File: src/steer_wheel_inverse_kinematics_assert.svh
// Assertion macros shared by the steer wheel inverse kinematics RTL.
// Each macro expects signals named clk and rst_n in the scope where it is used.
`ifndef STEER_WHEEL_INVERSE_KINEMATICS_ASSERT_SVH
`define STEER_WHEEL_INVERSE_KINEMATICS_ASSERT_SVH

// Consequence must hold in the same cycle as the antecedent.
`define SWIK_ASSERT_NOW(lbl, ante, cons, msg) \
    lbl: assert property (@(posedge clk) disable iff (!rst_n) (ante) |-> (cons)) \
        else $error(msg);

// Consequence must hold in the cycle after the antecedent.
`define SWIK_ASSERT_NEXT(lbl, ante, cons, msg) \
    lbl: assert property (@(posedge clk) disable iff (!rst_n) (ante) |=> (cons)) \
        else $error(msg);

`endif

File: src/swik_pkg.sv
// Shared types, constants and the arctangent table for the steer wheel kinematics.
// Used by swik_cfg, swik_cordic and steer_wheel_inverse_kinematics; no dependencies.
`default_nettype none

package swik_pkg;

    // Datapath widths: CORDIC coordinates, angle accumulator (Q2.29), magnitude.
    localparam int CW = 36;
    localparam int ZW = 34;
    localparam int MW = 34;

    localparam logic signed [ZW-1:0] PI_Q29       = 34'sd1686629713;
    localparam logic [29:0]          INV_GAIN_Q30 = 30'd652032874;
    localparam logic [18:0]          HOLD_LIMIT   = 19'd12867;

    // Register indexes on the configuration port.
    localparam logic [2:0] REG_OFFSET_X    = 3'd0;
    localparam logic [2:0] REG_OFFSET_Y    = 3'd1;
    localparam logic [2:0] REG_SPEED_SCALE = 3'd2;
    localparam logic [2:0] REG_ANGLE_SCALE = 3'd3;
    localparam logic [2:0] REG_STOP_THR    = 3'd4;

    typedef enum logic [1:0] {
        MODE_STOP  = 2'd0,
        MODE_SPIN  = 2'd1,
        MODE_DRIVE = 2'd2
    } mode_t;

    typedef struct packed {
        logic signed [15:0] offset_x;
        logic signed [15:0] offset_y;
        logic [23:0]        speed_scale;
        logic [23:0]        angle_scale;
        logic [11:0]        stop_threshold;
    } cfg_t;

    // Request data carried alongside the offset CORDIC.
    typedef struct packed {
        logic signed [15:0] v;
        logic signed [15:0] w;
        logic [15:0]        aw;
        logic signed [15:0] cur;
        mode_t              mode;
        logic               clamp;
    } side_a_t;

    // Request data carried alongside the wheel velocity CORDIC.
    typedef struct packed {
        mode_t                 mode;
        logic                  neg;
        logic signed [15:0]    cur;
        logic [MW-1:0]         spin_mag;
        logic signed [ZW-1:0]  spin_ang;
    } side_b_t;

    // atan(2^-i) in Q2.29.
    function automatic logic signed [ZW-1:0] atan_q29(input int idx);
        logic signed [ZW-1:0] r;
        case (idx)
            0:       r = 34'sd421657428;
            1:       r = 34'sd248918915;
            2:       r = 34'sd131521918;
            3:       r = 34'sd66762579;
            4:       r = 34'sd33510843;
            5:       r = 34'sd16771755;
            6:       r = 34'sd8387925;
            7:       r = 34'sd4194219;
            8:       r = 34'sd2097141;
            9:       r = 34'sd1048575;
            10:      r = 34'sd524288;
            11:      r = 34'sd262144;
            12:      r = 34'sd131072;
            13:      r = 34'sd65536;
            14:      r = 34'sd32768;
            15:      r = 34'sd16384;
            16:      r = 34'sd8192;
            17:      r = 34'sd4096;
            18:      r = 34'sd2048;
            19:      r = 34'sd1024;
            20:      r = 34'sd512;
            21:      r = 34'sd256;
            22:      r = 34'sd128;
            23:      r = 34'sd64;
            default: r = '0;
        endcase
        return r;
    endfunction

endpackage

`default_nettype wire

File: src/swik_cfg.sv
// Configuration register file behind the APB-style port.
// Depends on swik_pkg for the register indexes and the cfg_t bundle.
`default_nettype none

module swik_cfg (
    input  wire logic          clk,
    input  wire logic          rst_n,
    input  wire logic          psel,
    input  wire logic          penable,
    input  wire logic          pwrite,
    input  wire logic [4:0]    paddr,
    input  wire logic [31:0]   pwdata,
    output logic [31:0]        prdata,
    output swik_pkg::cfg_t     cfg
);
    import swik_pkg::*;

    cfg_t       cfg_reg;
    logic [2:0] idx;
    logic       wr_en;

    assign idx   = paddr[4:2];
    assign wr_en = psel && penable && pwrite;

    // Register writes in the access phase.
    always_ff @(posedge clk or negedge rst_n)
    begin
        if (!rst_n)
        begin
            cfg_reg.offset_x       <= '0;
            cfg_reg.offset_y       <= '0;
            cfg_reg.speed_scale    <= '0;
            cfg_reg.angle_scale    <= '0;
            cfg_reg.stop_threshold <= 12'd4;
        end
        else if (wr_en)
        begin
            unique case (idx)
                REG_OFFSET_X:    cfg_reg.offset_x       <= pwdata[15:0];
                REG_OFFSET_Y:    cfg_reg.offset_y       <= pwdata[15:0];
                REG_SPEED_SCALE: cfg_reg.speed_scale    <= pwdata[23:0];
                REG_ANGLE_SCALE: cfg_reg.angle_scale    <= pwdata[23:0];
                REG_STOP_THR:    cfg_reg.stop_threshold <= pwdata[11:0];
                default:         ;
            endcase
        end
    end

    // Read-back mux.
    always_comb
    begin
        unique case (idx)
            REG_OFFSET_X:    prdata = {16'd0, cfg_reg.offset_x};
            REG_OFFSET_Y:    prdata = {16'd0, cfg_reg.offset_y};
            REG_SPEED_SCALE: prdata = {8'd0, cfg_reg.speed_scale};
            REG_ANGLE_SCALE: prdata = {8'd0, cfg_reg.angle_scale};
            REG_STOP_THR:    prdata = {20'd0, cfg_reg.stop_threshold};
            default:         prdata = '0;
        endcase
    end

    assign cfg = cfg_reg;

endmodule

`default_nettype wire

File: config.mk
export PLATFORM = sky130hd
export DESIGN_NAME = swik_cfg
export DESIGN_NICKNAME = d
export VERILOG_FILES = /design/src/steer_wheel_inverse_kinematics_assert.svh /design/src/swik_pkg.sv /design/src/swik_cfg.sv
export SDC_FILE = /design/constraint.sdc
export NUM_CORES = 1
export LEC_CHECK = 0
export ABC_AREA = 1
export ABC_CLOCK_PERIOD_IN_PS = 2650
export BUFFER_PORTS_ARGS = -buffer_cell sky130_fd_sc_hd__buf_2
export CORE_MARGIN = 5
export CORE_UTILIZATION = 25
export CTS_CLUSTER_DIAMETER = 60
export DETAILED_ROUTE_END_ITERATION = 8
export GPL_TIMING_DRIVEN = 1
export SYNTH_ARGS = -nofsm -noshare
export SYNTH_HDL_FRONTEND = slang
export SYNTH_SLANG_ARGS = --single-unit
File: constraint.sdc
create_clock -name clk -period 2.65 [get_ports clk]
set_clock_uncertainty 0.2 [all_clocks]
set_input_delay 0.3975 -clock clk [delete_from_list [all_inputs] [get_ports clk]]
set_output_delay 0.3975 -clock clk [all_outputs]
set_load 0.02 [all_outputs]
# Word level (Yosys, flattened, before mapping)

Index checks and enable logic that the tools add are counted.
W data, S select, Z words.

Register bits: 92
Bits of input ports: 42
Output and inout bits: 124

Reduce and logical (&&, ||, !) cells: 8
Muxes and demuxes: 1
Eq/ne operators: 4

Operator list:

| operator             | number |
|---|---|
| $pmux W24 S5         | 1 |
| $reduce_and A2 Y1    | 5 |
| $eq A3 B2 Y1 const B | 2 |
| $eq A3 B1 Y1 const B | 1 |
| $eq A3 B3 Y1 const B | 1 |
| $logic_not A3 Y1     | 1 |
| $logic_and A1 B1 Y1  | 2 |

# Logic depth before layout (Yosys ltp)

Depth in word-level cells: 3
Gate-level depth with buffers: 8

# Least setup slack after synthesis

OpenSTA, ideal clock, no wires.

Kind: input port to output port
Start point: input paddr[3]
End point: output prdata[16]
Arrival time: 1.333 ns
Stages: 4
Path slack: 0.720 ns
Required time: 2.053 ns
Cell sequence: buf_4 -> nand3_4 -> clkbuf_1 -> o21ai_0

Longest elaborated chain between the ends: 2
Elaborated cells on any way between the ends: 6

Ends and longest elaborated chain:

| item                                       | line           | source |
|---|---|---|
| start: declaration                         | swik_cfg.sv:11 | `input wire logic [4:0] paddr,` |
| $eq A3 B3 Y1, or another cell as far along | swik_cfg.sv:52 | `unique case (idx)` |
| $pmux W24 S5 *                             | swik_cfg.sv:52 |  |
| end: declaration                           | swik_cfg.sv:13 | `output logic [31:0] prdata,` |

Mark *: on every way between the ends. The rest lies on a longest branch, timed or not.

# Worst setup path after layout

Start point: input paddr[4]
End point: output prdata[4]

Same word-level chain as after synthesis.

==> flow_metrics.tcl <==
set metrics [dict create \
    synth-seq-area-share 0.510 \
    synth_warnings 0 \
    grt_pass1_vias 3840 \
    root_buffer "clkbuf_16" \
    htree_levels 3 \
    dp_hpwl_um 10300 \
    largest_reg_flops 92 \
    drtAntennaViolNets 0 \
    max_freq_ghz 0.432 \
    rsz0062_at_grt "no" \
    drc 0 \
    p_leak_nw 3.08 \
    hold_violations 0 \
    die_x_um 144 \
    port_buffers 147 \
    reg2reg_depth 2 \
    track_usage 0.141 \
    tns_ns 0 \
    finalCritPeriodShare 0.874 \
    vias_per_cell 4.34 \
    start_util 0.253 \
    hold_start "pwdata[11]" \
    setup_violations 0 \
    area_delta_synth_final_pct 26.4 \
    cp-end-kind "output port" \
    critPathRequiredTime_ns 2.05 \
    placed_area_um2 5390 \
    cts.repair.resized 0 \
    crit_fanout 25 \
    timing.rr.end "cfg[2]$_DFFE_PN1P_" \
    wl_per_cell_um 15.9 \
    max-cap-violations 0 \
    finalMaxSlewViolations 0 \
    synthCells 544 \
    ys_seq_elements 92 \
    hold_class "in -> reg" \
    cts_sinks 92 \
    rrSetupSlack_ns 1.71 \
    rows 49 \
    fin_nets 728 \
    tritoncts "yes" \
    die_h_um 144 \
    ir_drop_v 0.000299 \
    drt_first_pass_iters 5 \
    max_slew.worst_pin.slew_ns 0.557 \
    coreArea_um2 17800 \
    grt_pass1_wl_um 22000 \
    syn_avg_cell_area_um2 8.30 \
    finalWirelength_um 14600 \
    pin_count 166 \
    status "completed" \
    critical_path_class "in -> out" \
    drt_iter0_markers 237 \
    clock_path_buffers 2 \
    start_kind "input port" \
    holdPathEnd "cfg[23]$_DFFE_PN0P_" \
    worstSkewPairLatency_ns 0.35 \
    n_fill_cell 1908 \
    routabilityCongestion 0.763 \
    period_minus_slack_ns 2.32 \
    r2r-start "cfg[2]$_DFFE_PN1P_" \
    antenna_found_initial 1 \
    syn_area_um2 4510 \
    cts-buffers-inserted 9 \
    synthDistinctLibCells 27 \
    cts_setup_buffers 0 \
    grt_overflow_total 0 \
    drive_above_1_share 0.289 \
    num_vias 3998 \
    grt_max_degree 47 \
    final_cell_area_um2 5700 \
    cts.clk_slew.worst_paths_ns 0.06 \
    whs_path_depth 3 \
    power.density_nw_per_um2 782 \
    relSlewSlack 0.629 \
    die-area_um2 20800 \
    critPathArrivalTime_ns 1.72 \
]
[cell usage after synthesis, drive strengths merged]
library cell,n,share of area
nand4,15,0.021
nor2,28,0.027
dfrtp,91,0.50
dfstp,1,0.0058
a21oi,4,0.0044
inv,67,0.057
nand2,151,0.13
clkinv,1,0.00083
clkbuf,5,0.0086
o21ai,104,0.12
buf,34,0.060
conb,1,0.00083
nand3,42,0.057
[metal layers]
layer	share of wire	wire [um]	vias to the layer above	GRT usage
met1	0.44	6460	1875	0.178
met2	0.47	6920	99	0.234
met4	0.022	321	0	0.0471
met5	0	0	-	0
li1	-	-	2007	-
met3	0.063	920	17	0.0410
[cell type report]
cell class | instances | area, um2 | area share
Sequential cell | 92 | 2300 | 0.404
Multi-Input combinational cell | 352 | 1660 | 0.292
Timing Repair Buffer | 163 | 886 | 0.155
Tap cell | 229 | 287 | 0.0502
Clock buffer | 14 | 264 | 0.0463
Inverter | 68 | 263 | 0.0461
Clock inverter | 2 | 35.0 | 0.00614
Antenna cell | 1 | 2.50 | 0.000439
[how the worst max path moves through the flow]
stage / start / end / slack [ns] / depth (start not counted)
CTS: paddr[4] / prdata[4] / 0.28 / 7
finish: paddr[4] / prdata[4] / 0.33 / 7
global placement: paddr[4] / prdata[4] / 0.28 / 7
floorplan: paddr[3] / prdata[16] / 0.72 / 4
detailed placement: paddr[4] / prdata[4] / 0.28 / 7
global route: paddr[4] / prdata[2] / 0.17 / 7
[critical path, stage by stage]
cell and delay (ns):
buf_2 0.12, inv_4 0.22, nand3_4 0.39, o21ai_0 0.28, inv_1 0.08, nand2_1 0.07, buf_2 0.16
[cells in the final DEF, fill, tap and decap left out, types with 2 or more instances in the layout]
master	n
buf_4	14
inv_4	3
nand4_1	15
o21ai_2	10
dfrtp_1	91
nor2_4	2
nand3_4	3
clkbuf_16	9
nand3_2	2
nand2_1	149
nand3_1	37
a21oi_1	4
buf_2	146
conb_1	8
clkbuf_8	2
buf_12	2
nor2_1	25
clkbuf_1	3
inv_1	63
o21ai_0	75
nand2_4	2
o21ai_1	19
[logic make-up (layout without fill, tap and decap cells)]
| family | after synthesis | after routing | share of synthesized area |
|---|---|---|---|
| flip-flops | 92 | 92 | 0.510 |
| buffers and inverters | 107 | 247 | 0.127 |
| AO/OA/AOI/OAI | 108 | 108 | 0.128 |
| other | 1 | 9 | 0.000831 |
| AND/OR/NAND/NOR | 236 | 236 | 0.234 |
[power breakdown]
group | switching, mW | total (mW) | internal (mW)
logic | 0.860 | 1.26 | 0.402
clock network | 0.527 | 1.31 | 0.783
registers | 0.205 | 1.89 | 1.68
[metrics by stage]
step / hold WS, ns / instances / util / worst slack, ns / power [mW]
after global routing: 0.0792 / 921 / 0.320 / 0.173 / 4.73
after floorplan: -0.0981 / 551 / - / 0.720 / 2.67
after CTS: 0.0512 / 920 / 0.320 / 0.281 / 4.54
after detailed placement: 0.189 / 903 / 0.302 / 0.279 / 3.20
final: 0.0700 / 921 / 0.320 / 0.333 / 4.46
after global placement: 0.183 / 903 / 0.302 / 0.282 / 3.17
[repair_timing]
action	4_1_cts	5_1_grt
hold buffers	1	0
setup endpoints to repair	0	0
hold endpoints to repair	32	0
(Power assumes the default switching activity.)
